**config.mk**
```make
export PLATFORM = sky130hd
export DESIGN_NAME = joystick_cursor_tracker_flat
export DESIGN_NICKNAME = d
export VERILOG_FILES = /design/src/rtl/core/jct_pkg.sv /design/src/rtl/core/jct_in_if.sv /design/src/rtl/core/jct_out_if.sv /design/src/rtl/core/jct_div.sv /design/src/rtl/core/jct_datapath.sv /design/src/rtl/core/jct_ctrl.sv /design/src/rtl/core/joystick_cursor_tracker.sv /design/src/flat_wrapper.sv
export SDC_FILE = /design/constraint.sdc
export NUM_CORES = 1
export LEC_CHECK = 0
export CAP_MARGIN = 30
export CORE_MARGIN = 8
export CORE_UTILIZATION = 59
export CTS_CLUSTER_SIZE = 30
export DETAILED_ROUTE_END_ITERATION = 8
export DONT_BUFFER_PORTS = 1
export GPL_TIMING_DRIVEN = 0
export HOLD_SLACK_MARGIN = 0.06
export PLACE_DENSITY = 0.88
export SLEW_MARGIN = 20
export SYNTH_ARGS = -nofsm -noshare
export SYNTH_HDL_FRONTEND = slang
export SYNTH_SLANG_ARGS = --single-unit
```
**constraint.sdc**
```tcl
create_clock -name clk -period 4.7 [get_ports clk]
set_clock_uncertainty 0.05 [all_clocks]
set_input_delay 0.47 -clock clk [delete_from_list [all_inputs] [get_ports clk]]
set_output_delay 0.47 -clock clk [all_outputs]
set_load 0.05 [all_outputs]
```
**src/rtl/core/jct_pkg.sv**
```systemverilog
package jct_pkg;

	localparam int ADC_BITS      = 12;
	localparam int CALIB_SAMPLES = 8;

	localparam int POS_X_W    = 7;
	localparam int POS_Y_W    = 6;
	localparam int POS_X_MAX  = 127;
	localparam int POS_Y_MAX  = 63;
	localparam int POS_X_HOME = 64;
	localparam int POS_Y_HOME = 32;

	localparam int SENS_W    = 2;
	localparam int DZ_W      = 12;
	localparam int CFG_W     = 12;
	localparam int CFG_IDX_W = 1;

	localparam logic [CFG_IDX_W-1:0] CFG_SENSITIVITY = 1'b0;
	localparam logic [CFG_IDX_W-1:0] CFG_DEAD_ZONE   = 1'b1;

	localparam logic [SENS_W-1:0] SENS_SLOW  = 2'd0;
	localparam logic [SENS_W-1:0] SENS_MID   = 2'd1;
	localparam logic [SENS_W-1:0] SENS_FAST  = 2'd2;
	localparam int                DZ_RESET   = 180;

	localparam int DIV_W        = 10;
	localparam int DIVISOR_SLOW = 900;
	localparam int DIVISOR_MID  = 700;
	localparam int DIVISOR_FAST = 500;

	localparam int QW_RAW = $clog2((2 ** ADC_BITS - 1) / DIVISOR_FAST + 1);
	localparam int QW     = (QW_RAW < 2) ? 2 : QW_RAW;
	localparam int QIW    = $clog2(QW);

	localparam int SUM_W = ADC_BITS + $clog2(CALIB_SAMPLES);
	localparam int CNT_W = $clog2(CALIB_SAMPLES + 1);

	localparam int EW = ((ADC_BITS > DZ_W) ? ADC_BITS : DZ_W) + 2;
	localparam int MW = ((QW + 1 > POS_X_W) ? QW + 1 : POS_X_W) + 2;

	typedef enum logic [2:0] {
		ST_IDLE,
		ST_EVAL,
		ST_DIV_X,
		ST_DIV_Y,
		ST_WRITE
	} jct_state_t;

	typedef struct packed {
		logic load;
		logic eval;
		logic div_start;
		logic div_sel_y;
		logic take_qx;
		logic commit;
	} jct_cmd_t;

	typedef struct packed {
		logic item_done;
		logic div_done;
		logic out_free;
	} jct_stat_t;

	function automatic logic [DIV_W-1:0] divisor_for(input logic [SENS_W-1:0] sens);
		logic [DIV_W-1:0] d;
		case (sens)
			SENS_SLOW: d = DIV_W'(DIVISOR_SLOW);
			SENS_FAST: d = DIV_W'(DIVISOR_FAST);
			default:   d = DIV_W'(DIVISOR_MID);
		endcase
		return d;
	endfunction

endpackage

```
**src/rtl/core/jct_in_if.sv**
```systemverilog
interface jct_in_if;
	import jct_pkg::*;

	logic                valid;
	logic                ready;
	logic [ADC_BITS-1:0] sample_x;
	logic [ADC_BITS-1:0] sample_y;
	logic                read_ok;
	logic                button_level;
	logic                enabled;

	modport source (
		output valid, sample_x, sample_y, read_ok, button_level, enabled,
		input  ready
	);
	modport sink (
		input  valid, sample_x, sample_y, read_ok, button_level, enabled,
		output ready
	);
endinterface

```
**src/rtl/core/jct_out_if.sv**
```systemverilog
interface jct_out_if;
	import jct_pkg::*;

	logic               valid;
	logic               ready;
	logic [POS_X_W-1:0] cur_col;
	logic [POS_Y_W-1:0] cur_row;
	logic               btn_down;
	logic               wake;

	modport source (
		output valid, cur_col, cur_row, btn_down, wake,
		input  ready
	);
	modport sink (
		input  valid, cur_col, cur_row, btn_down, wake,
		output ready
	);
endinterface

```
**src/rtl/core/jct_div.sv**
```systemverilog
module jct_div (
	input  logic                         clk,
	input  logic                         arst_n,
	input  logic                         start,
	input  logic [jct_pkg::ADC_BITS-1:0] num,
	input  logic [jct_pkg::DIV_W-1:0]    den,
	output logic                         done,
	output logic [jct_pkg::QW-1:0]       quot
);
	import jct_pkg::*;

	localparam int TW = ADC_BITS + QW;

	logic                running_q;
	logic                done_q;
	logic [QIW-1:0]      cnt_q;
	logic [ADC_BITS-1:0] rem_q;
	logic [QW-1:0]       quot_q;
	logic [TW-1:0]       trial;
	logic                fits;

	always_comb begin
		trial = TW'(den) << cnt_q;
		fits  = TW'(rem_q) >= trial;
	end

	always_ff @(posedge clk or negedge arst_n) begin
		if (!arst_n) begin
			running_q <= 1'b0;
			done_q    <= 1'b0;
			cnt_q     <= '0;
		end else if (start) begin
			running_q <= 1'b1;
			done_q    <= 1'b0;
			cnt_q     <= QIW'(QW - 1);
		end else if (running_q) begin
			if (cnt_q == '0) begin
				running_q <= 1'b0;
				done_q    <= 1'b1;
			end else begin
				cnt_q <= cnt_q - 1'b1;
			end
		end else begin
			done_q <= 1'b0;
		end
	end

	always_ff @(posedge clk) begin
		if (start) begin
			rem_q  <= num;
			quot_q <= '0;
		end else if (running_q) begin
			if (fits) begin
				rem_q <= rem_q - trial[ADC_BITS-1:0];
			end
			quot_q <= {quot_q[QW-2:0], fits};
		end
	end

	assign done = done_q;
	assign quot = quot_q;
endmodule

```
**src/rtl/core/jct_datapath.sv**
```systemverilog
module jct_datapath (
	input  logic                         clk,
	input  logic                         arst_n,
	input  jct_pkg::jct_cmd_t            cmd,
	output jct_pkg::jct_stat_t           stat,
	input  logic [jct_pkg::ADC_BITS-1:0] sample_x,
	input  logic [jct_pkg::ADC_BITS-1:0] sample_y,
	input  logic                         read_ok,
	input  logic                         button_level,
	input  logic                         enabled,
	input  logic                         cfg_we,
	input  logic [jct_pkg::CFG_IDX_W-1:0] cfg_index,
	input  logic [jct_pkg::CFG_W-1:0]    cfg_wdata,
	output logic                         out_valid,
	input  logic                         out_ready,
	output logic [jct_pkg::POS_X_W-1:0]  cur_col,
	output logic [jct_pkg::POS_Y_W-1:0]  cur_row,
	output logic                         btn_down,
	output logic                         wake
);
	import jct_pkg::*;

	logic [ADC_BITS-1:0] sx_q, sy_q;
	logic                ok_q, btn_q, en_q;

	logic [SENS_W-1:0]   sens_q;
	logic [DZ_W-1:0]     dz_q;
	logic [ADC_BITS-1:0] centre_x_q, centre_y_q;
	logic [SUM_W-1:0]    sum_x_q, sum_y_q;
	logic [CNT_W-1:0]    cnt_q;
	logic                calib_q;
	logic [POS_X_W-1:0]  pos_x_q;
	logic [POS_Y_W-1:0]  pos_y_q;
	logic                last_btn_q, pressed_q, last_en_q;
	logic                out_valid_q;
	logic [QW-1:0]       qx_q;

	logic [POS_X_W-1:0]  out_x_q;
	logic [POS_Y_W-1:0]  out_y_q;
	logic                out_pressed_q, out_wake_q;

	logic                rise;
	logic [SUM_W-1:0]    base_x, base_y, sum_x_next, sum_y_next;
	logic [CNT_W-1:0]    cnt_next;
	logic                calib_end;

	logic signed [EW-1:0] dx, dy, dz_s, mag_x, mag_y;
	logic                 x_pos, x_neg, y_pos, y_neg;
	logic [ADC_BITS-1:0]  num_x, num_y;

	logic                div_done;
	logic [QW-1:0]       quot;

	logic [MW-1:0]       step_x, step_y, sum_x, sum_y;
	logic                mv_x_dn, mv_x_up, mv_y_up, mv_y_dn, moved_x, moved_y;
	logic [POS_X_W-1:0]  px_next;
	logic [POS_Y_W-1:0]  py_next;
	logic                press, release_b, changed, pressed_next, wake_next;

	// calibration accumulate
	always_comb begin
		rise       = en_q & ~last_en_q;
		base_x     = rise ? '0 : sum_x_q;
		base_y     = rise ? '0 : sum_y_q;
		sum_x_next = base_x + (ok_q ? SUM_W'(sx_q) : '0);
		sum_y_next = base_y + (ok_q ? SUM_W'(sy_q) : '0);
		cnt_next   = (rise ? '0 : cnt_q) + 1'b1;
		calib_end  = cnt_next >= CNT_W'(CALIB_SAMPLES);
	end

	// deviation from centre against the dead zone
	always_comb begin
		dz_s  = $signed(EW'(dz_q));
		dx    = $signed(EW'(sx_q)) - $signed(EW'(centre_x_q));
		dy    = $signed(EW'(sy_q)) - $signed(EW'(centre_y_q));
		x_pos = dx > dz_s;
		x_neg = dx < -dz_s;
		y_pos = dy > dz_s;
		y_neg = dy < -dz_s;
		mag_x = dx[EW-1] ? -dx : dx;
		mag_y = dy[EW-1] ? -dy : dy;
		num_x = (x_pos | x_neg) ? ADC_BITS'(mag_x - dz_s) : '0;
		num_y = (y_pos | y_neg) ? ADC_BITS'(mag_y - dz_s) : '0;
	end

	jct_div u_div (
		.clk    (clk),
		.arst_n (arst_n),
		.start  (cmd.div_start),
		.num    (cmd.div_sel_y ? num_y : num_x),
		.den    (divisor_for(sens_q)),
		.done   (div_done),
		.quot   (quot)
	);

	// cursor step, X inverted, then clamp
	always_comb begin
		step_x  = MW'(qx_q) + MW'(1);
		step_y  = MW'(quot) + MW'(1);
		mv_x_dn = x_pos & (pos_x_q != '0);
		mv_x_up = x_neg & (pos_x_q != POS_X_W'(POS_X_MAX));
		mv_y_up = y_pos & (pos_y_q != POS_Y_W'(POS_Y_MAX));
		mv_y_dn = y_neg & (pos_y_q != '0);
		moved_x = mv_x_dn | mv_x_up;
		moved_y = mv_y_up | mv_y_dn;
		sum_x   = mv_x_dn ? MW'(pos_x_q) - step_x : MW'(pos_x_q) + step_x;
		sum_y   = mv_y_dn ? MW'(pos_y_q) - step_y : MW'(pos_y_q) + step_y;

		if (!moved_x) begin
			px_next = pos_x_q;
		end else if (sum_x[MW-1]) begin
			px_next = '0;
		end else if (sum_x > MW'(POS_X_MAX)) begin
			px_next = POS_X_W'(POS_X_MAX);
		end else begin
			px_next = sum_x[POS_X_W-1:0];
		end

		if (!moved_y) begin
			py_next = pos_y_q;
		end else if (sum_y[MW-1]) begin
			py_next = '0;
		end else if (sum_y > MW'(POS_Y_MAX)) begin
			py_next = POS_Y_W'(POS_Y_MAX);
		end else begin
			py_next = sum_y[POS_Y_W-1:0];
		end

		press        = ~btn_q & last_btn_q;
		release_b    = btn_q & ~last_btn_q;
		changed      = press | release_b;
		pressed_next = press ? 1'b1 : (release_b ? 1'b0 : pressed_q);
		wake_next    = en_q & (moved_x | moved_y | changed);
	end

	always_comb begin
		stat.item_done = rise | calib_q | ~ok_q;
		stat.div_done  = div_done;
		stat.out_free  = ~out_valid_q | out_ready;
	end

	always_ff @(posedge clk) begin
		if (cmd.load) begin
			sx_q  <= sample_x;
			sy_q  <= sample_y;
			ok_q  <= read_ok;
			btn_q <= button_level;
			en_q  <= enabled;
		end
		if (cmd.take_qx) begin
			qx_q <= quot;
		end
		if (cmd.commit) begin
			out_x_q       <= px_next;
			out_y_q       <= py_next;
			out_pressed_q <= pressed_next;
			out_wake_q    <= wake_next;
		end
	end

	always_ff @(posedge clk or negedge arst_n) begin
		if (!arst_n) begin
			sens_q      <= SENS_MID;
			dz_q        <= DZ_W'(DZ_RESET);
			centre_x_q  <= '0;
			centre_y_q  <= '0;
			sum_x_q     <= '0;
			sum_y_q     <= '0;
			cnt_q       <= '0;
			calib_q     <= 1'b1;
			pos_x_q     <= POS_X_W'(POS_X_HOME);
			pos_y_q     <= POS_Y_W'(POS_Y_HOME);
			last_btn_q  <= 1'b1;
			pressed_q   <= 1'b0;
			last_en_q   <= 1'b0;
			out_valid_q <= 1'b0;
		end else begin
			if (cfg_we) begin
				case (cfg_index)
					CFG_SENSITIVITY: sens_q <= cfg_wdata[SENS_W-1:0];
					CFG_DEAD_ZONE:   dz_q   <= cfg_wdata[DZ_W-1:0];
					default:         ;
				endcase
			end
			if (cmd.eval) begin
				last_en_q <= en_q;
				if (rise | calib_q) begin
					sum_x_q <= sum_x_next;
					sum_y_q <= sum_y_next;
					cnt_q   <= cnt_next;
					calib_q <= ~calib_end;
					if (calib_end) begin
						centre_x_q <= ADC_BITS'(sum_x_next / CALIB_SAMPLES);
						centre_y_q <= ADC_BITS'(sum_y_next / CALIB_SAMPLES);
						pos_x_q    <= POS_X_W'(POS_X_HOME);
						pos_y_q    <= POS_Y_W'(POS_Y_HOME);
					end
				end
			end
			if (cmd.commit) begin
				pos_x_q    <= px_next;
				pos_y_q    <= py_next;
				last_btn_q <= btn_q;
				pressed_q  <= pressed_next;
			end
			if (cmd.commit) begin
				out_valid_q <= 1'b1;
			end else if (out_ready) begin
				out_valid_q <= 1'b0;
			end
		end
	end

	assign out_valid = out_valid_q;
	assign cur_col   = out_x_q;
	assign cur_row   = out_y_q;
	assign btn_down  = out_pressed_q;
	assign wake      = out_wake_q;
endmodule

```
**src/rtl/core/jct_ctrl.sv**
```systemverilog
module jct_ctrl (
	input  logic               clk,
	input  logic               arst_n,
	input  logic               in_valid,
	output logic               in_ready,
	output jct_pkg::jct_cmd_t  cmd,
	input  jct_pkg::jct_stat_t stat
);
	import jct_pkg::*;

	jct_state_t state_q, state_next;

	always_ff @(posedge clk or negedge arst_n) begin
		if (!arst_n) begin
			state_q <= ST_IDLE;
		end else begin
			state_q <= state_next;
		end
	end

	always_comb begin
		state_next = state_q;
		cmd        = '0;
		in_ready   = 1'b0;
		case (state_q)
			ST_IDLE: begin
				in_ready = 1'b1;
				if (in_valid) begin
					cmd.load   = 1'b1;
					state_next = ST_EVAL;
				end
			end
			ST_EVAL: begin
				cmd.eval = 1'b1;
				if (stat.item_done) begin
					state_next = ST_IDLE;
				end else begin
					cmd.div_start = 1'b1;
					state_next    = ST_DIV_X;
				end
			end
			ST_DIV_X: begin
				if (stat.div_done) begin
					cmd.take_qx   = 1'b1;
					cmd.div_start = 1'b1;
					cmd.div_sel_y = 1'b1;
					state_next    = ST_DIV_Y;
				end
			end
			ST_DIV_Y: begin
				if (stat.div_done) begin
					state_next = ST_WRITE;
				end
			end
			ST_WRITE: begin
				if (stat.out_free) begin
					cmd.commit = 1'b1;
					state_next = ST_IDLE;
				end
			end
			default: begin
				state_next = ST_IDLE;
			end
		endcase
	end
endmodule

```
**src/rtl/core/joystick_cursor_tracker.sv**
```systemverilog
// Joystick cursor tracker.
// in_ch carries one joystick sample per beat (X/Y samples, read_ok, button level,
// enabled); out_ch carries one cursor beat (cur_col, cur_row, btn_down,
// wake) for each good sample taken outside calibration. Calibration samples and
// failed reads give no output beat.
// cfg_we/cfg_index/cfg_wdata write sensitivity (index 0) and dead_zone (index 1);
// write only while the block is idle.
// A good sample goes through the eval step, two passes of the shared serial
// divider (X, then Y), one quotient bit per cycle, and the write step before
// it is on out_ch. The input is ready again in the same cycle that the output
// beat appears; calibration samples and failed reads return to idle after the
// eval step.
// Reset: sensitivity 1, dead zone 180, cursor at 64,32, and the next 8 samples
// calibrate the centre. A rise of enabled restarts calibration.
// A stalled out_ch holds its beat in the output register; the next sample is
// still taken and worked on, and waits at the write step until out_ch is free.
module joystick_cursor_tracker (
	input  logic                           clk,
	input  logic                           arst_n,
	jct_in_if.sink                         in_ch,
	jct_out_if.source                      out_ch,
	input  logic                           cfg_we,
	input  logic [jct_pkg::CFG_IDX_W-1:0]  cfg_index,
	input  logic [jct_pkg::CFG_W-1:0]      cfg_wdata
);
	import jct_pkg::*;

	jct_cmd_t  cmd;
	jct_stat_t stat;
	logic      in_ready;

	jct_ctrl u_ctrl (
		.clk      (clk),
		.arst_n   (arst_n),
		.in_valid (in_ch.valid),
		.in_ready (in_ready),
		.cmd      (cmd),
		.stat     (stat)
	);

	jct_datapath u_dp (
		.clk          (clk),
		.arst_n       (arst_n),
		.cmd          (cmd),
		.stat         (stat),
		.sample_x     (in_ch.sample_x),
		.sample_y     (in_ch.sample_y),
		.read_ok      (in_ch.read_ok),
		.button_level (in_ch.button_level),
		.enabled      (in_ch.enabled),
		.cfg_we       (cfg_we),
		.cfg_index    (cfg_index),
		.cfg_wdata    (cfg_wdata),
		.out_valid    (out_ch.valid),
		.out_ready    (out_ch.ready),
		.cur_col      (out_ch.cur_col),
		.cur_row      (out_ch.cur_row),
		.btn_down     (out_ch.btn_down),
		.wake         (out_ch.wake)
	);

	assign in_ch.ready = in_ready;
endmodule

```
**src/flat_wrapper.sv**
```systemverilog
// flat-port wrapper written by rule: the top's interface ports become plain ports
module joystick_cursor_tracker_flat import jct_pkg::*;
  (clk, arst_n, cfg_we, cfg_index, cfg_wdata, in_ch_valid, in_ch_sample_x, in_ch_sample_y, in_ch_read_ok, in_ch_button_level, in_ch_enabled, in_ch_ready, out_ch_valid, out_ch_cur_col, out_ch_cur_row, out_ch_btn_down, out_ch_wake, out_ch_ready);
  jct_in_if in_ch_i ();
  jct_out_if out_ch_i ();
  input  logic clk;
  input  logic arst_n;
  input  logic cfg_we;
  input  logic [jct_pkg::CFG_IDX_W-1:0] cfg_index;
  input  logic [jct_pkg::CFG_W-1:0] cfg_wdata;
  input wire logic [$bits(in_ch_i.valid)-1:0] in_ch_valid;
  input wire logic [$bits(in_ch_i.sample_x)-1:0] in_ch_sample_x;
  input wire logic [$bits(in_ch_i.sample_y)-1:0] in_ch_sample_y;
  input wire logic [$bits(in_ch_i.read_ok)-1:0] in_ch_read_ok;
  input wire logic [$bits(in_ch_i.button_level)-1:0] in_ch_button_level;
  input wire logic [$bits(in_ch_i.enabled)-1:0] in_ch_enabled;
  output wire logic [$bits(in_ch_i.ready)-1:0] in_ch_ready;
  output wire logic [$bits(out_ch_i.valid)-1:0] out_ch_valid;
  output wire logic [$bits(out_ch_i.cur_col)-1:0] out_ch_cur_col;
  output wire logic [$bits(out_ch_i.cur_row)-1:0] out_ch_cur_row;
  output wire logic [$bits(out_ch_i.btn_down)-1:0] out_ch_btn_down;
  output wire logic [$bits(out_ch_i.wake)-1:0] out_ch_wake;
  input wire logic [$bits(out_ch_i.ready)-1:0] out_ch_ready;
  assign in_ch_i.valid = in_ch_valid;
  assign in_ch_i.sample_x = in_ch_sample_x;
  assign in_ch_i.sample_y = in_ch_sample_y;
  assign in_ch_i.read_ok = in_ch_read_ok;
  assign in_ch_i.button_level = in_ch_button_level;
  assign in_ch_i.enabled = in_ch_enabled;
  assign in_ch_ready = in_ch_i.ready;
  assign out_ch_valid = out_ch_i.valid;
  assign out_ch_cur_col = out_ch_i.cur_col;
  assign out_ch_cur_row = out_ch_i.cur_row;
  assign out_ch_btn_down = out_ch_i.btn_down;
  assign out_ch_wake = out_ch_i.wake;
  assign out_ch_i.ready = out_ch_ready;
  joystick_cursor_tracker u_core (.clk(clk), .arst_n(arst_n), .in_ch(in_ch_i), .out_ch(out_ch_i), .cfg_we(cfg_we), .cfg_index(cfg_index), .cfg_wdata(cfg_wdata));
endmodule
```
Word level (Yosys, flattened, before mapping)
Cells that the tools add are included.

operators by class
  reduce and logical (&&, ||, !) cells = 19
  bitwise logic cells = 25
  muxes and demuxes = 59
  magnitude comparators = 8
  equal/unequal tests = 13
  add/sub/neg operators = 18
  shift-type cells = 1

operators with widths
  kind                 number
  $mux 12              10
  $mux 7               7
  $mux 6               7
  $sub 12x12->12       3
  $add 15x12->15       2
  $mux 15              2
  $lt 13x14->1         2
  $gt 13x13->1         2
  $sub 12x12->13       2
  $neg 12->12          2
  $pmux 10 s2          1
  $mux 9               2
  $mux 1               17
  $ge 12x16->1         1
  $shl 10x2->16        1
  $mux 3               5
  $pmux 3 s5           1
  $neg 12->14          1
  $reduce_bool 2->1    6
  $add 4x1->5 const B  2
  $mux 2               5
  $or 1x1->1           10
  $reduce_and 2->1     5
  $gt 9x6->1 const B   1
  other kinds (27)     46

storage, ports and cells
  output and inout bits = 17
  register bits = 159
  input bits = 45
  logic and storage cells = 173

Depth between registers and ports, before layout
Gate-level depths: netlist of run 1.

  depth in word-level cells = 9
  mapped depth = 24
  depth with buffers taken out = 24

Cells and area by module
A second synthesis of run 1 with hierarchy kept.

unflattened totals
  cell total of the unflattened synthesis = 1480
  area, all modules = 13321.5 sq um

modules (own cells, without submodules)
  module        instances  seq. area each (sq um)  area an instance (sq um)  cells an instance
  jct_datapath  1          3644.7                  11415.9                   1267
  jct_div       1          540.5                   1685.4                    189
  jct_ctrl      1          75.1                    220.2                     24

Least setup slack after synthesis of run 1
Ideal clock, no wire load.

  path type = register to register
  from = register u_core.u_dp.sy_q[0]
  to = register u_core.u_dp.out_y_q[4], in the netlist u_core.u_dp.cur_row[4], data pin
  buffers on the path = 1
  clock period less this slack = 4516 ps
  data arrival time = 4207 ps
  path slack = 184 ps
  stages on the path, launching flop included = 21
  required time = 4390 ps
  setup time = 260 ps
  cell sequence = edfxtp_1 inv_1 ha_1 inv_1 fa_1 a211oi_2 o21ai_1 a21oi_1 o21ai_1 nor3_1 ha_1 or2_0 a21oi_1 a21oi_1 o211a_1 nor3_1 clkbuf_1 nand2_1 o311ai_0 a21oi_1 mux2_2

between the ends
  word-level cells in the longest chain between the ends = 8
  elaborated cells on any way between the ends = 11
  those cells by class = add/sub (1); order compare (3); mux (4); bitwise (3)

RTL lines
  what                        line                 source
  start, declared             jct_datapath.sv:23   logic [ADC_BITS-1:0] sx_q, sy_q;
  start signal, assigned      jct_datapath.sv:145  sy_q <= sample_y;
  $sub 12x12->13 (*)          jct_datapath.sv:75   dy = $signed(EW'(sy_q)) - $signed(EW'(centre_y_q));
  $lt 13x14->1                jct_datapath.sv:79   y_neg = dy < -dz_s;
  $and 1x1->1                 jct_datapath.sv:103  mv_y_dn = y_neg & (pos_y_q != '0);
  $mux 9                      jct_datapath.sv:107  sum_y = mv_y_dn ? MW'(pos_y_q) - step_y : MW'(pos_y_q) + step_y;
  $gt 9x6->1                  jct_datapath.sv:123  end else if (sum_y > MW'(POS_Y_MAX)) begin
  $mux 6                      jct_datapath.sv:123
  $mux 6                      jct_datapath.sv:121  end else if (sum_y[MW-1]) begin
  $mux 6 (*)                  jct_datapath.sv:119  if (!moved_y) begin
  via u_core.u_dp.py_next[4]  jct_datapath.sv:57   logic [POS_Y_W-1:0] py_next;
  end signal, assigned        jct_datapath.sv:155  out_y_q <= py_next;
  end, declared               jct_datapath.sv:39   logic [POS_Y_W-1:0] out_y_q;

The timed path passes the listed nets; every way through them passes the cells marked *.
A chain may end at the register's enable or synchronous reset.

Worst setup path after layout of run 1
  from = register u_core.u_dp.sx_q[0]
  to = register u_core.u_dp.u_div.rem_q[10], data pin

between the ends
  word-level cells in the longest chain between the ends = 7
  elaborated cells on any way between the ends = 10
  those cells by class = add/sub (3); order compare (2); mux (4); bitwise (1)

RTL lines
  what                    line                 source
  start, declared         jct_datapath.sv:23
  start signal, assigned  jct_datapath.sv:144  sx_q <= sample_x;
  $sub 12x12->13 (*)      jct_datapath.sv:74   dx = $signed(EW'(sx_q)) - $signed(EW'(centre_x_q));
  $neg 12->12             jct_datapath.sv:80   mag_x = dx[EW-1] ? -dx : dx;
  $mux 12                 jct_datapath.sv:80
  $sub 12x12->12          jct_datapath.sv:82   num_x = (x_pos | x_neg) ? ADC_BITS'(mag_x - dz_s) : '0;
  $mux 12 (*)             jct_datapath.sv:82
  $mux 12 (*)             jct_datapath.sv:90   .num (cmd.div_sel_y ? num_y : num_x),
  $mux 12 (*)             jct_div.sv:49        if (start) begin
  end signal, assigned    jct_div.sv:50        rem_q <= num;
  end signal, assigned    jct_div.sv:54        rem_q <= rem_q - trial[ADC_BITS-1:0];
  end, declared           jct_div.sv:17        logic [ADC_BITS-1:0] rem_q;

Every way passes the cells marked *; elsewhere a longest branch is shown, timed or not.

==> impl_metrics.env, run 1 <==
export IMPL_r2r_cells=20
export IMPL_timing_rr_end="u_core.u_dp.u_div.rem_q[10]"
export IMPL_routed_wl_microns=33900
export IMPL_synth_main_ff_cell="dfrtp_1"
export IMPL_hold_depth=0
export IMPL_synth_fp_nets=1629
export IMPL_clock_tree_root_cell="clkbuf_16"
export IMPL_power_density_nw_per_um2=654
export IMPL_design_core_area_sq_um=21100
export IMPL_final_antenna_net_count=0
export IMPL_cp_data_arrival_time_ns=4.88
export IMPL_hold_path_end="u_core.u_dp.sx_q[3]"
export IMPL_slew_headroom=0.393
export IMPL_crit_type="reg -> reg"
export IMPL_io_pins=62
export IMPL_synth_edf_count=56
export IMPL_utilization=0.676
export IMPL_min_period_ns=4.75
export IMPL_layout_common_cells="152 x ha_1, 145 x nand2_1, 115 x o21ai_0"
export IMPL_cts_sinks=157
export IMPL_overflow=0
export IMPL_rsz0062_at_grt="true"
export IMPL_yosys_warnings=0
export IMPL_ctsHtreeMaxLevel=4
export IMPL_instances_no_fill=1764
export IMPL_gp_congestion=0.963
export IMPL_std_cell_rows=53
export IMPL_fmax_mhz=211
export IMPL_max_slew_worst_pin_slew_ns=0.905
export IMPL_antenna_found_initial=0
export IMPL_synth_area_sq_um=12700
export IMPL_wire_per_inst_microns=19.2
export IMPL_drc=0
export IMPL_cts_buffers_inserted=17
export IMPL_track_usage=0.239
export IMPL_firstDrtPassIters=9
export IMPL_layout_setup_ws_ns=-0.0493
export IMPL_dpl_cell_area_sq_um=13100
export IMPL_cts_clk_slew_worst_paths_ns=0.07
export IMPL_period_share=1.01
export IMPL_hp_start="in_ch_sample_x[3]"
export IMPL_ys_ff_latch=157
export IMPL_hold_violations=0
export IMPL_worstPathMaxFanout=10
export IMPL_fillCellCount=1443
export IMPL_tns_ns=-0.0493
export IMPL_violations="setup timing"
export IMPL_ys_seq_area_frac=0.331
export IMPL_cap_violations=0
export IMPL_synth_cell_type_count=79
export IMPL_final_max_slew_violation_count=0
export IMPL_hold_path_class="in -> reg"
export IMPL_holdWs_ns=0.0780
export IMPL_synthCells=1417
export IMPL_diodes=0
export IMPL_vias_per_cell=6.35
export IMPL_critical_path_required_ns=4.84
export IMPL_ir_worst_vdd_mv=0.373
export IMPL_cts_buffer_depth=2
export IMPL_start_util=0.601
export IMPL_placedCellCount=1696
export IMPL_dp_hpwl_microns=23700
export IMPL_regToRegStartpoint="u_core.u_dp.sx_q[0]"
export IMPL_fin_area_sq_um=14200
export IMPL_nets=1688
export IMPL_status="complete, but fails checks"
export IMPL_final_common_cell="ha_1"
export IMPL_port_buffers=0
export IMPL_grt_pass1_vias=10885
export IMPL_endpoint_kind="flop"
export IMPL_cts_tree="yes"
export IMPL_avgSynthCellArea_sq_um=8.94
export IMPL_die_y_microns=163
export IMPL_die_area_sq_um=26400
export IMPL_syn_to_final_growth_pct=12.4
export IMPL_die_x_microns=163
export IMPL_vias=11209
export IMPL_r2r_slack_ns=-0.05
export IMPL_grt_max_degree=98
export IMPL_grt_pass1_wl_microns=51700
export IMPL_initialDrtViolationCount=1040
export IMPL_final_setup_viol_count=1
export IMPL_start_kind="flop"
export IMPL_async_flop_share=0.618
export IMPL_worstSkewPairLatency_ns=0.43
export IMPL_drive_gt1_frac=0.120
export IMPL_p_leak_uw=0.00624
## through the flow
stage | power [uW] | setup slack, ns
finish | 9320 | -0.0493
global route | 9970 | -0.212
CTS | 8760 | 0.0000440
detailed placement | 7150 | -0.780
global placement | 6880 | -0.612
floorplan | 5970 | 0.184
## Yosys cell counts (all sizes together), types with 7 or more instances
master   instances  area (sq um)
or2              9          56.3
nor3            32           160
clkbuf          31           116
and2            53           332
o211ai          11          82.6
or3             20           125
o21ai          132           661
dfstp            9           236
inv            107           402
nand3           31           155
a21o            30           225
xor2            33           289
mux2            19           214
o21a            17           128
and3             7          43.8
xnor2           62           551
a31oi            9          71.3
edfxtp          56          1680
ha             157          1960
fa              10           200
nor2b           23           144
buf              7          35.0
a21oi           75           379
dfrtp           88          2200
nand2b          22           138
nand2          145           544
o31ai            8          60.1
a211oi           9          77.6
nor2            82           308
o2bb2ai          7          61.3
a221oi           7          61.3
nand4            9          56.3
nor4             7          43.8
a21boi           9          67.6
## routing by layer
metal  vias up  global-route usage  wire [microns]
met2       547               0.415           16600
li1       5161                   -               -
met4         0               0.122            1610
met3       141              0.0374            2270
met1      5360               0.283           13300
met5         -                   0               0
## registers in the layout, summed over array words and instances, names as in the netlist, 10 cells and up
name	count
u_core.u_dp.u_div.rem_q	10
u_core.u_dp.sy_q	12
u_core.u_dp.sum_x_q	15
u_core.u_dp.sx_q	12
u_core.u_dp.sum_y_q	15
u_core.u_dp.centre_y_q	12
u_core.u_dp.dz_q	12
u_core.u_dp.centre_x_q	12
## worst max-delay path: stages (launching register included)
cell	delay, ns
edfxtp_1	0.39
inv_1	0.08
ha_1	0.17
inv_1	0.06
fa_2	0.36
a211oi_2	0.26
o21ai_2	0.11
o21ai_0	0.14
xor2_1	0.52
inv_1	0.16
ha_1	0.33
nand4_1	0.13
nor4_2	0.35
a21oi_1	0.11
o211a_1	0.14
buf_2	0.19
o21ba_2	0.22
buf_2	0.18
nand2_1	0.09
mux2i_1	0.10
a221o_1	0.35
## kinds of logic after synthesis
| logic type | after synthesis | share of synthesized area |
|---|---|---|
| AND/OR/NAND/NOR | 458 | 0.179 |
| flip-flops | 157 | 0.331 |
| XOR/XNOR | 95 | 0.0662 |
| AO/OA/AOI/OAI | 368 | 0.187 |
| adder cells (fa/ha/maj) | 167 | 0.171 |
| multiplexers | 25 | 0.0216 |
| buffers and inverters | 147 | 0.0442 |
## where the power goes
part           internal (uW)  leakage [uW]  total, uW  switching (uW)
combinational           2470       0.00418       5880            3410
clock                    793      0.000268       1410             615
sequential              1800       0.00178       2040             234
total                   5070       0.00624       9320            4260
## layout make-up
class / count / area [sq um] / share of cell area
Tap cell: 275 / 344 / 0.0241
Sequential cell: 157 / 4200 / 0.295
Timing Repair Buffer: 40 / 318 / 0.0223
Clock buffer: 18 / 429 / 0.0301
Buffer: 38 / 163 / 0.0114
Multi-Input combinational cell: 1113 / 8220 / 0.577
Inverter: 109 / 415 / 0.0292
Clock inverter: 14 / 160 / 0.0112
## worst max path at each step
| stage | from | endpoint | slack (ns) | cells past startpoint |
|---|---|---|---|---|
| floorplan | u_core.u_dp.sy_q[0] | u_core.u_dp.cur_row[4] | 0.18 | 20 |
| global placement | u_core.u_dp.sy_q[0] | u_core.u_dp.cur_row[4] | -0.61 | 20 |
| detailed placement | u_core.u_dp.sy_q[0] | u_core.u_dp.cur_row[4] | -0.78 | 20 |
| CTS | u_core.u_dp.sy_q[0] | u_core.u_dp.cur_row[5] | 0.00004 | 21 |
| global route | u_core.u_dp.sx_q[3] | u_core.u_dp.u_div.rem_q[10] | -0.21 | 20 |
| finish | u_core.u_dp.sx_q[0] | u_core.u_dp.u_div.rem_q[10] | -0.05 | 20 |
## timing repair
item | in CTS | in global routing
pin swaps | 9 | 41
hold buffers | 2 | 0
resized for setup | 28 | 48
setup endpoints to repair | 37 | 40
setup buffers | 15 | 19
hold endpoints to repair | 97 | 0
Note: power is estimated with default switching activity, not from simulation.
==> inputs of run 2 (changes only) <==
--- a/config.mk
+++ b/config.mk
@@ -7,14 +7,15 @@
 export LEC_CHECK = 0
 export CAP_MARGIN = 30
 export CORE_MARGIN = 8
-export CORE_UTILIZATION = 59
+export CORE_UTILIZATION = 65
 export CTS_CLUSTER_SIZE = 30
 export DETAILED_ROUTE_END_ITERATION = 8
 export DONT_BUFFER_PORTS = 1
 export GPL_TIMING_DRIVEN = 0
 export HOLD_SLACK_MARGIN = 0.06
-export PLACE_DENSITY = 0.88
+export PLACE_DENSITY = 0.91
 export SLEW_MARGIN = 20
 export SYNTH_ARGS = -nofsm -noshare
 export SYNTH_HDL_FRONTEND = slang
+export SYNTH_HIERARCHICAL = 1
 export SYNTH_SLANG_ARGS = --single-unit
==> constraint.sdc (replaced) <==
create_clock -name clk -period 5.83 [get_ports clk]
set_clock_uncertainty 0.05 [all_clocks]
set_input_delay 0.583 -clock clk [delete_from_list [all_inputs] [get_ports clk]]
set_output_delay 0.583 -clock clk [all_outputs]
set_load 0.05 [all_outputs]
==> run 2 against run 1 <==
Net effect: the run now ends clean; synthesized cell count rose by 4.4%; critical path depth grew 5; sequential power down 18%; register-to-register slack gained 0.25 ns; flip-flop and latch count increased by 2; worst hold slack gained 0.10 ns; setup slack gained 0.25 ns; area after synthesis rose by 5.1%; core utilization up 3.7 points; critical path type unchanged; critical endpoint is now u_core/u_dp/u_div/rem_q[11]; largest power group unchanged.
==> impl_metrics.env, run 2 <==
export IMPL_yosysTopAreaCell="dfrtp_1"
export IMPL_regToRegStartpoint="u_core/u_dp/sy_q[0]"
export IMPL_yosys_top_cells_area="dfrtp_1 17%, ha_1 15%, edfxtp_1 13%"
export IMPL_overflow=0
export IMPL_nets=1732
export IMPL_cpPeakStageDelay_ns=0.42
export IMPL_final_antenna_net_count=0
export IMPL_final_common_cell="ha_1"
export IMPL_clock_tree_root_cell="clkbuf_16"
export IMPL_initialDrtViolationCount=880
export IMPL_timing_rr_end="u_core/u_dp/u_div/rem_q[11]"
export IMPL_layout_common_cells="161 x ha_1, 138 x nand2_1, 119 x inv_1"
export IMPL_worstSkewPairLatency_ns=0.45
export IMPL_min_period_ns=5.63
export IMPL_die_area_sq_um=25300
export IMPL_fin_area_sq_um=14400
export IMPL_wire_per_inst_microns=18.4
export IMPL_port_buffers=0
export IMPL_p_total_uw=7320
export IMPL_hold_path_end="u_core/u_dp/btn_q"
export IMPL_start_kind="flop"
export IMPL_drive_gt1_frac=0.0779
export IMPL_endpoint_kind="flop"
export IMPL_grt_pass1_wl_microns=54000
export IMPL_synth_most_common_cell="ha_1"
export IMPL_reg_top3="u_core/u_dp/sum_x_q x15, u_core/u_dp/sum_y_q x15"
export IMPL_max_slew_worst_pin_slew_ns=0.822
export IMPL_antenna_found_initial=0
export IMPL_worstPathMaxFanout=9
export IMPL_avgSynthCellArea_sq_um=9.00
export IMPL_synth_edf_count=58
export IMPL_final_max_slew_violation_count=0
export IMPL_synthCells=1480
export IMPL_postCtsSetupRepairBufs=0
export IMPL_firstDrtPassIters=6
export IMPL_design_core_area_sq_um=20200
export IMPL_ys_seq_area_frac=0.320
export IMPL_cts_clk_slew_worst_paths_ns=0.07
export IMPL_fmax_mhz=178
export IMPL_synth_cell_type_count=88
export IMPL_r2r_cells=25
export IMPL_die_y_microns=159
export IMPL_hold_path_class="in -> reg"
export IMPL_vias_per_cell=6.29
export IMPL_hp_start="in_ch_button_level"
export IMPL_period_share=0.965
export IMPL_hold_depth=0
export IMPL_cts_buffer_depth=2
export IMPL_synth_area_sq_um=13300
export IMPL_hold_violations=0
export IMPL_io_pins=62
export IMPL_slew_headroom=0.448
export IMPL_p_leak_uw=0.00636
export IMPL_die_x_microns=159
export IMPL_power_density_nw_per_um2=509
export IMPL_async_flop_share=0.610
export IMPL_status="completed"
export IMPL_dpl_cell_area_sq_um=13700
export IMPL_critical_path_required_ns=6.03
export IMPL_cap_violations=0
export IMPL_dp_hpwl_microns=24800
export IMPL_grt_max_degree=98
export IMPL_track_usage=0.257
export IMPL_start_util=0.660
export IMPL_ctsHtreeMaxLevel=4
export IMPL_fillCellCount=1441
export IMPL_grt_pass1_vias=11294
export IMPL_syn_to_final_growth_pct=7.89
export IMPL_drc=0
export IMPL_ir_worst_vdd_mv=0.288
export IMPL_cts_sinks=159
export IMPL_ys_top_cells_by_count="161 x ha_1, 138 x nand2_1, 120 x inv_1"
export IMPL_r2r_slack_ns=0.20
export IMPL_ys_ff_latch=159
export IMPL_crit_type="reg -> reg"
export IMPL_vias=11313
export IMPL_slowest_stage="edfxtp_1"
export IMPL_final_setup_viol_count=0
export IMPL_yosys_warnings=6
export IMPL_cts_buffers_inserted=17
export IMPL_gp_congestion=0.965
export IMPL_std_cell_rows=52
export IMPL_cp_data_arrival_time_ns=5.83
export IMPL_cts_tree="yes"
export IMPL_routed_wl_microns=33000
export IMPL_synth_top_cell_area_share=0.165
export IMPL_synth_main_ff_cell="dfrtp_1"
-- run 2: cell count changes in the layout (fill, tap and decap cells not counted), sizes merged, moves of 10 or more --
| cell | before | now |
|---|---|---|
| conb | 0 | 11 |
| or3 | 20 | 8 |
| inv | 112 | 125 |
| xor2 | 33 | 43 |
| buf | 45 | 18 |
| nor2b | 23 | 36 |
| nor2 | 82 | 65 |
-- run 2: final cells by class --
cell class                 count  area [sq um]  area share
antenna                        1          2.50    0.000174
buffer                        47           221      0.0154
clock buffer                  19           433      0.0301
clock inverter                13           156      0.0109
inverter                     121           454      0.0316
multi-input combinational   1162          8440       0.587
sequential                   159          4260       0.296
tap                          270           338      0.0235
timing repair buffer           7          66.3     0.00461
-- run 2: repair_timing --
action / in CTS / in global routing
gates resized for setup: 0 / 3
hold buffers: 2 / 0
endpoints found under the hold margin: 97 / 0
setup endpoints to repair: 0 / 2
-- run 2: cells by family after synthesis --
logic type | after synthesis | share of synthesized area
AOI/OAI and AO/OA | 376 | 0.183
xor gates and xnor gates | 102 | 0.0676
adders and majority gates | 172 | 0.168
buffers and inverters | 168 | 0.0507
DFF | 159 | 0.320
muxes | 39 | 0.0333
other | 2 | 0.000564
and+or+nand+nor | 462 | 0.177
-- run 2: layer usage --
layer | track usage | routed length (microns) | share of wire | vias to the layer above
met3 | 0.0445 | 2070 | 0.063 | 143
met2 | 0.452 | 16300 | 0.49 | 485
li1 | - | - | - | 5336
met5 | 0 | 0 | 0 | -
met1 | 0.291 | 12900 | 0.39 | 5349
met4 | 0.148 | 1800 | 0.054 | 0
-- run 2: critical path: cells and delay by family (launching register included) --
kind	cells	cell delay, ns
xor+xnor	2	0.30
flops	1	0.42
compound gates	12	2.55
buf+inv	3	0.30
fa+ha+maj	3	0.85
simple gates	5	0.97
-- run 2: per-stage QoR --
step	worst slack, ns	utilization	cells	setup TNS, ns	hold slack (ns)
2_1_floorplan	0.936	-	1489	0	0.237
3_3_place_gp	0.276	0.679	1759	0	0.242
3_5_place_dp	0.177	0.681	1763	0	0.242
4_1_cts	0.171	0.712	1797	0	0.173
5_1_grt	-0.00739	0.712	1798	-0.00739	0.164
6_report	0.202	0.713	1799	0	0.180
-- run 2: how the worst max path moves through the flow --
stage | from | to | cells after the start | slack [ns]
CTS | u_core/u_dp/sy_q[4] | u_core/u_dp/u_div/rem_q[11] | 21 | 0.17
finish | u_core/u_dp/sy_q[0] | u_core/u_dp/u_div/rem_q[11] | 25 | 0.20
floorplan | u_core/u_dp/sy_q[0] | u_core/u_dp/u_div/rem_q[11] | 25 | 0.94
detailed placement | u_core/u_dp/sy_q[4] | u_core/u_dp/u_div/rem_q[11] | 21 | 0.18
global route | u_core/u_dp/sx_q[0] | u_core/u_dp/u_div/rem_q[11] | 22 | -0.007
global placement | u_core/u_dp/sy_q[4] | u_core/u_dp/u_div/rem_q[11] | 21 | 0.28
-- run 2: power breakdown --
part | leakage [uW] | internal, uW | switching (uW)
logic | 0.00426 | 1870 | 2640
registers | 0.00182 | 1490 | 181
clock network | 0.000283 | 640 | 501
total | 0.00636 | 3990 | 3320
==> inputs of run 3 (changes only) <==
--- a/config.mk
+++ b/config.mk
@@ -14,6 +14,7 @@
 export GPL_TIMING_DRIVEN = 0
 export HOLD_SLACK_MARGIN = 0.06
 export PLACE_DENSITY = 0.91
+export RECOVER_POWER = 25
 export SLEW_MARGIN = 20
 export SYNTH_ARGS = -nofsm -noshare
 export SYNTH_HDL_FRONTEND = slang
==> run 3 against run 2 <==
Net effect: the flow now finishes with violations (capacitance limit, slew limit); worst hold slack hardly changed; design area is 0.18% lower; setup slack better by 0.031 ns; critical path depth stayed put; combinational power hardly changed; non-clock buffer count stayed put; final cell count stayed put; critical endpoint unchanged; largest power group unchanged.
==> impl_metrics.env, run 3 (synthesis results as in run 2) <==
export IMPL_r2r_slack_ns=0.23
export IMPL_hold_path_end="u_core/u_dp/btn_q"
export IMPL_power_density_nw_per_um2=510
export IMPL_wire_per_inst_microns=18.4
export IMPL_drc=0
export IMPL_p_leak_uw=0.00635
export IMPL_cts_buffer_depth=2
export IMPL_grt_use_met3=0.0445
export IMPL_clock_tree_root_cell="clkbuf_16"
export IMPL_vias=11321
export IMPL_clkPwrFrac=0.156
export IMPL_cts_sinks=159
export IMPL_internal_power_uw=3990
export IMPL_firstDrtPassIters=5
export IMPL_io_pins=62
export IMPL_fillCellCount=1446
export IMPL_fin_area_sq_um=14300
export IMPL_hp_start="in_ch_button_level"
export IMPL_holdWs_ns=0.180
export IMPL_port_buffers=0
export IMPL_switching_share=0.455
export IMPL_die_area_sq_um=25300
export IMPL_start_kind="flop"
export IMPL_gp_congestion=0.965
export IMPL_endpoint_kind="flop"
export IMPL_critical_path_required_ns=6.04
export IMPL_cap_violations=1
export IMPL_hold_path_class="in -> reg"
export IMPL_period_share=0.960
export IMPL_dpl_cell_area_sq_um=13700
export IMPL_switching_power_uw=3320
export IMPL_hold_depth=0
export IMPL_placedCellCount=1763
export IMPL_worstSkewPairLatency_ns=0.45
export IMPL_overflow=0
export IMPL_nets=1732
export IMPL_grt_max_degree=98
export IMPL_reg_top3="u_core/u_dp/sum_x_q x15, u_core/u_dp/sum_y_q x15"
export IMPL_grt_use_met2=0.452
export IMPL_cp_data_arrival_time_ns=5.81
export IMPL_std_cell_rows=52
export IMPL_ir_worst_vdd_mv=0.288
export IMPL_worstPathMaxFanout=9
export IMPL_die_y_microns=159
export IMPL_vias_per_cell=6.29
export IMPL_p_seq_frac=0.228
export IMPL_busiest_layer="met2"
export IMPL_status="complete, but fails checks"
export IMPL_hold_violations=0
export IMPL_antenna_found_initial=0
export IMPL_comb_power_share=0.616
export IMPL_max_slew_worst_pin_slew_ns=2.54
export IMPL_design_core_area_sq_um=20200
export IMPL_routed_wl_microns=33000
export IMPL_violations="capacitance limit, slew limit"
export IMPL_drive_gt1_frac=0.0759
export IMPL_dp_hpwl_microns=24800
export IMPL_final_common_cell="ha_1"
export IMPL_r2r_cells=25
export IMPL_cts_buffers_inserted=17
export IMPL_cts_tree="yes"
export IMPL_final_max_slew_violation_count=98
export IMPL_tns_ns=0
export IMPL_crit_type="reg -> reg"
export IMPL_final_setup_viol_count=0
export IMPL_syn_to_final_growth_pct=7.69
export IMPL_start_util=0.660
export IMPL_fmax_mhz=179
export IMPL_grt_pass1_wl_microns=54000
export IMPL_layout_common_cells="161 x ha_1, 138 x nand2_1, 119 x inv_1"
export IMPL_min_period_ns=5.60
export IMPL_die_x_microns=159
export IMPL_grt_pass1_vias=11294
export IMPL_met1_usage=0.291
export IMPL_cts_clk_slew_worst_paths_ns=0.07
export IMPL_slew_headroom=-0.694
export IMPL_initialDrtViolationCount=880
export IMPL_track_usage=0.257
export IMPL_utilization=0.711
export IMPL_regToRegStartpoint="u_core/u_dp/sy_q[0]"
export IMPL_final_antenna_net_count=0
export IMPL_timing_rr_end="u_core/u_dp/u_div/rem_q[11]"
export IMPL_ctsHtreeMaxLevel=4
export IMPL_instances_no_fill=1799
-- run 3: changes by cell type in the layout (fill, tap and decap cells not counted) --
cell,previous run,this run
buf_16,1,0
dfstp_1,0,2
clkbuf_2,1,2
clkbuf_1,36,37
buf_4,6,5
dfstp_2,9,7
-- run 3: how the worst max path moves through the flow --
stage                     cells after the start                 from                          end
final                                        25  u_core/u_dp/sy_q[0]  u_core/u_dp/u_div/rem_q[11]
after global routing                         22  u_core/u_dp/sx_q[0]  u_core/u_dp/u_div/rem_q[11]
after CTS                                    21  u_core/u_dp/sy_q[4]  u_core/u_dp/u_div/rem_q[11]
after detailed placement                     21  u_core/u_dp/sy_q[4]  u_core/u_dp/u_div/rem_q[11]
after global placement                       21  u_core/u_dp/sy_q[4]  u_core/u_dp/u_div/rem_q[11]
after floorplan                              25  u_core/u_dp/sy_q[0]  u_core/u_dp/u_div/rem_q[11]
-- run 3: final cells by class --
| class | count | area, sq um | area share |
|---|---|---|---|
| buffer | 47 | 218 | 0.0152 |
| antenna | 1 | 2.50 | 0.000174 |
| sequential | 159 | 4260 | 0.297 |
| inverter | 121 | 454 | 0.0317 |
| clock buffer | 19 | 433 | 0.0302 |
| timing repair buffer | 7 | 43.8 | 0.00305 |
| clock inverter | 13 | 156 | 0.0109 |
| multi-input combinational | 1162 | 8440 | 0.588 |
| tap | 270 | 338 | 0.0235 |
-- run 3: what timing repair did --
item / 4_1_cts / 5_1_grt
hold buffers: 2 / 0
buffers inserted: 0 / 0
setup endpoints to repair: 0 / 2
hold endpoints to repair: 97 / 0
resized for setup: 0 / 3
-- run 3: worst max-delay path, stage by stage (launching register included) --
cell and delay [ns]:
edfxtp_1 0.42, inv_1 0.09, ha_1 0.16, inv_1 0.05
fa_1 0.40, a21o_1 0.21, a22oi_1 0.20, a211oi_1 0.13
nor4_1 0.25, a21oi_2 0.16, inv_2 0.16, nand2_1 0.07
o21ai_1 0.15, ha_1 0.29, nor2b_4 0.13, o31a_1 0.27
or4_1 0.41, a31o_2 0.27, a21o_1 0.23, a2111oi_4 0.37
nor3_2 0.11, xnor2_2 0.15, xnor2_1 0.15, o22ai_1 0.16
o32ai_1 0.11, a211oi_1 0.27
-- run 3: layer usage --
layer | vias up | share of wire
met1 | 5349 | 0.39
met2 | 501 | 0.49
met4 | 0 | 0.054
met5 | - | 0
li1 | 5332 | -
met3 | 139 | 0.063
-- run 3: stage by stage --
step | power (uW) | setup WS, ns
after floorplan | 5040 | 0.936
after global placement | 5790 | 0.276
after detailed placement | 6000 | 0.177
after CTS | 7220 | 0.171
after global routing | 7850 | -0.00739
final | 7310 | 0.233
-- run 3: power groups by stage --
stage / Combinational, uW / Clock, uW / Sequential, uW
global placement: 4120 / 0 / 1670
finish: 4510 / 1140 / 1670
global route: 4960 / 1200 / 1690
CTS: 4410 / 1150 / 1660
floorplan: 3430 / 0 / 1610
detailed placement: 4320 / 0 / 1680
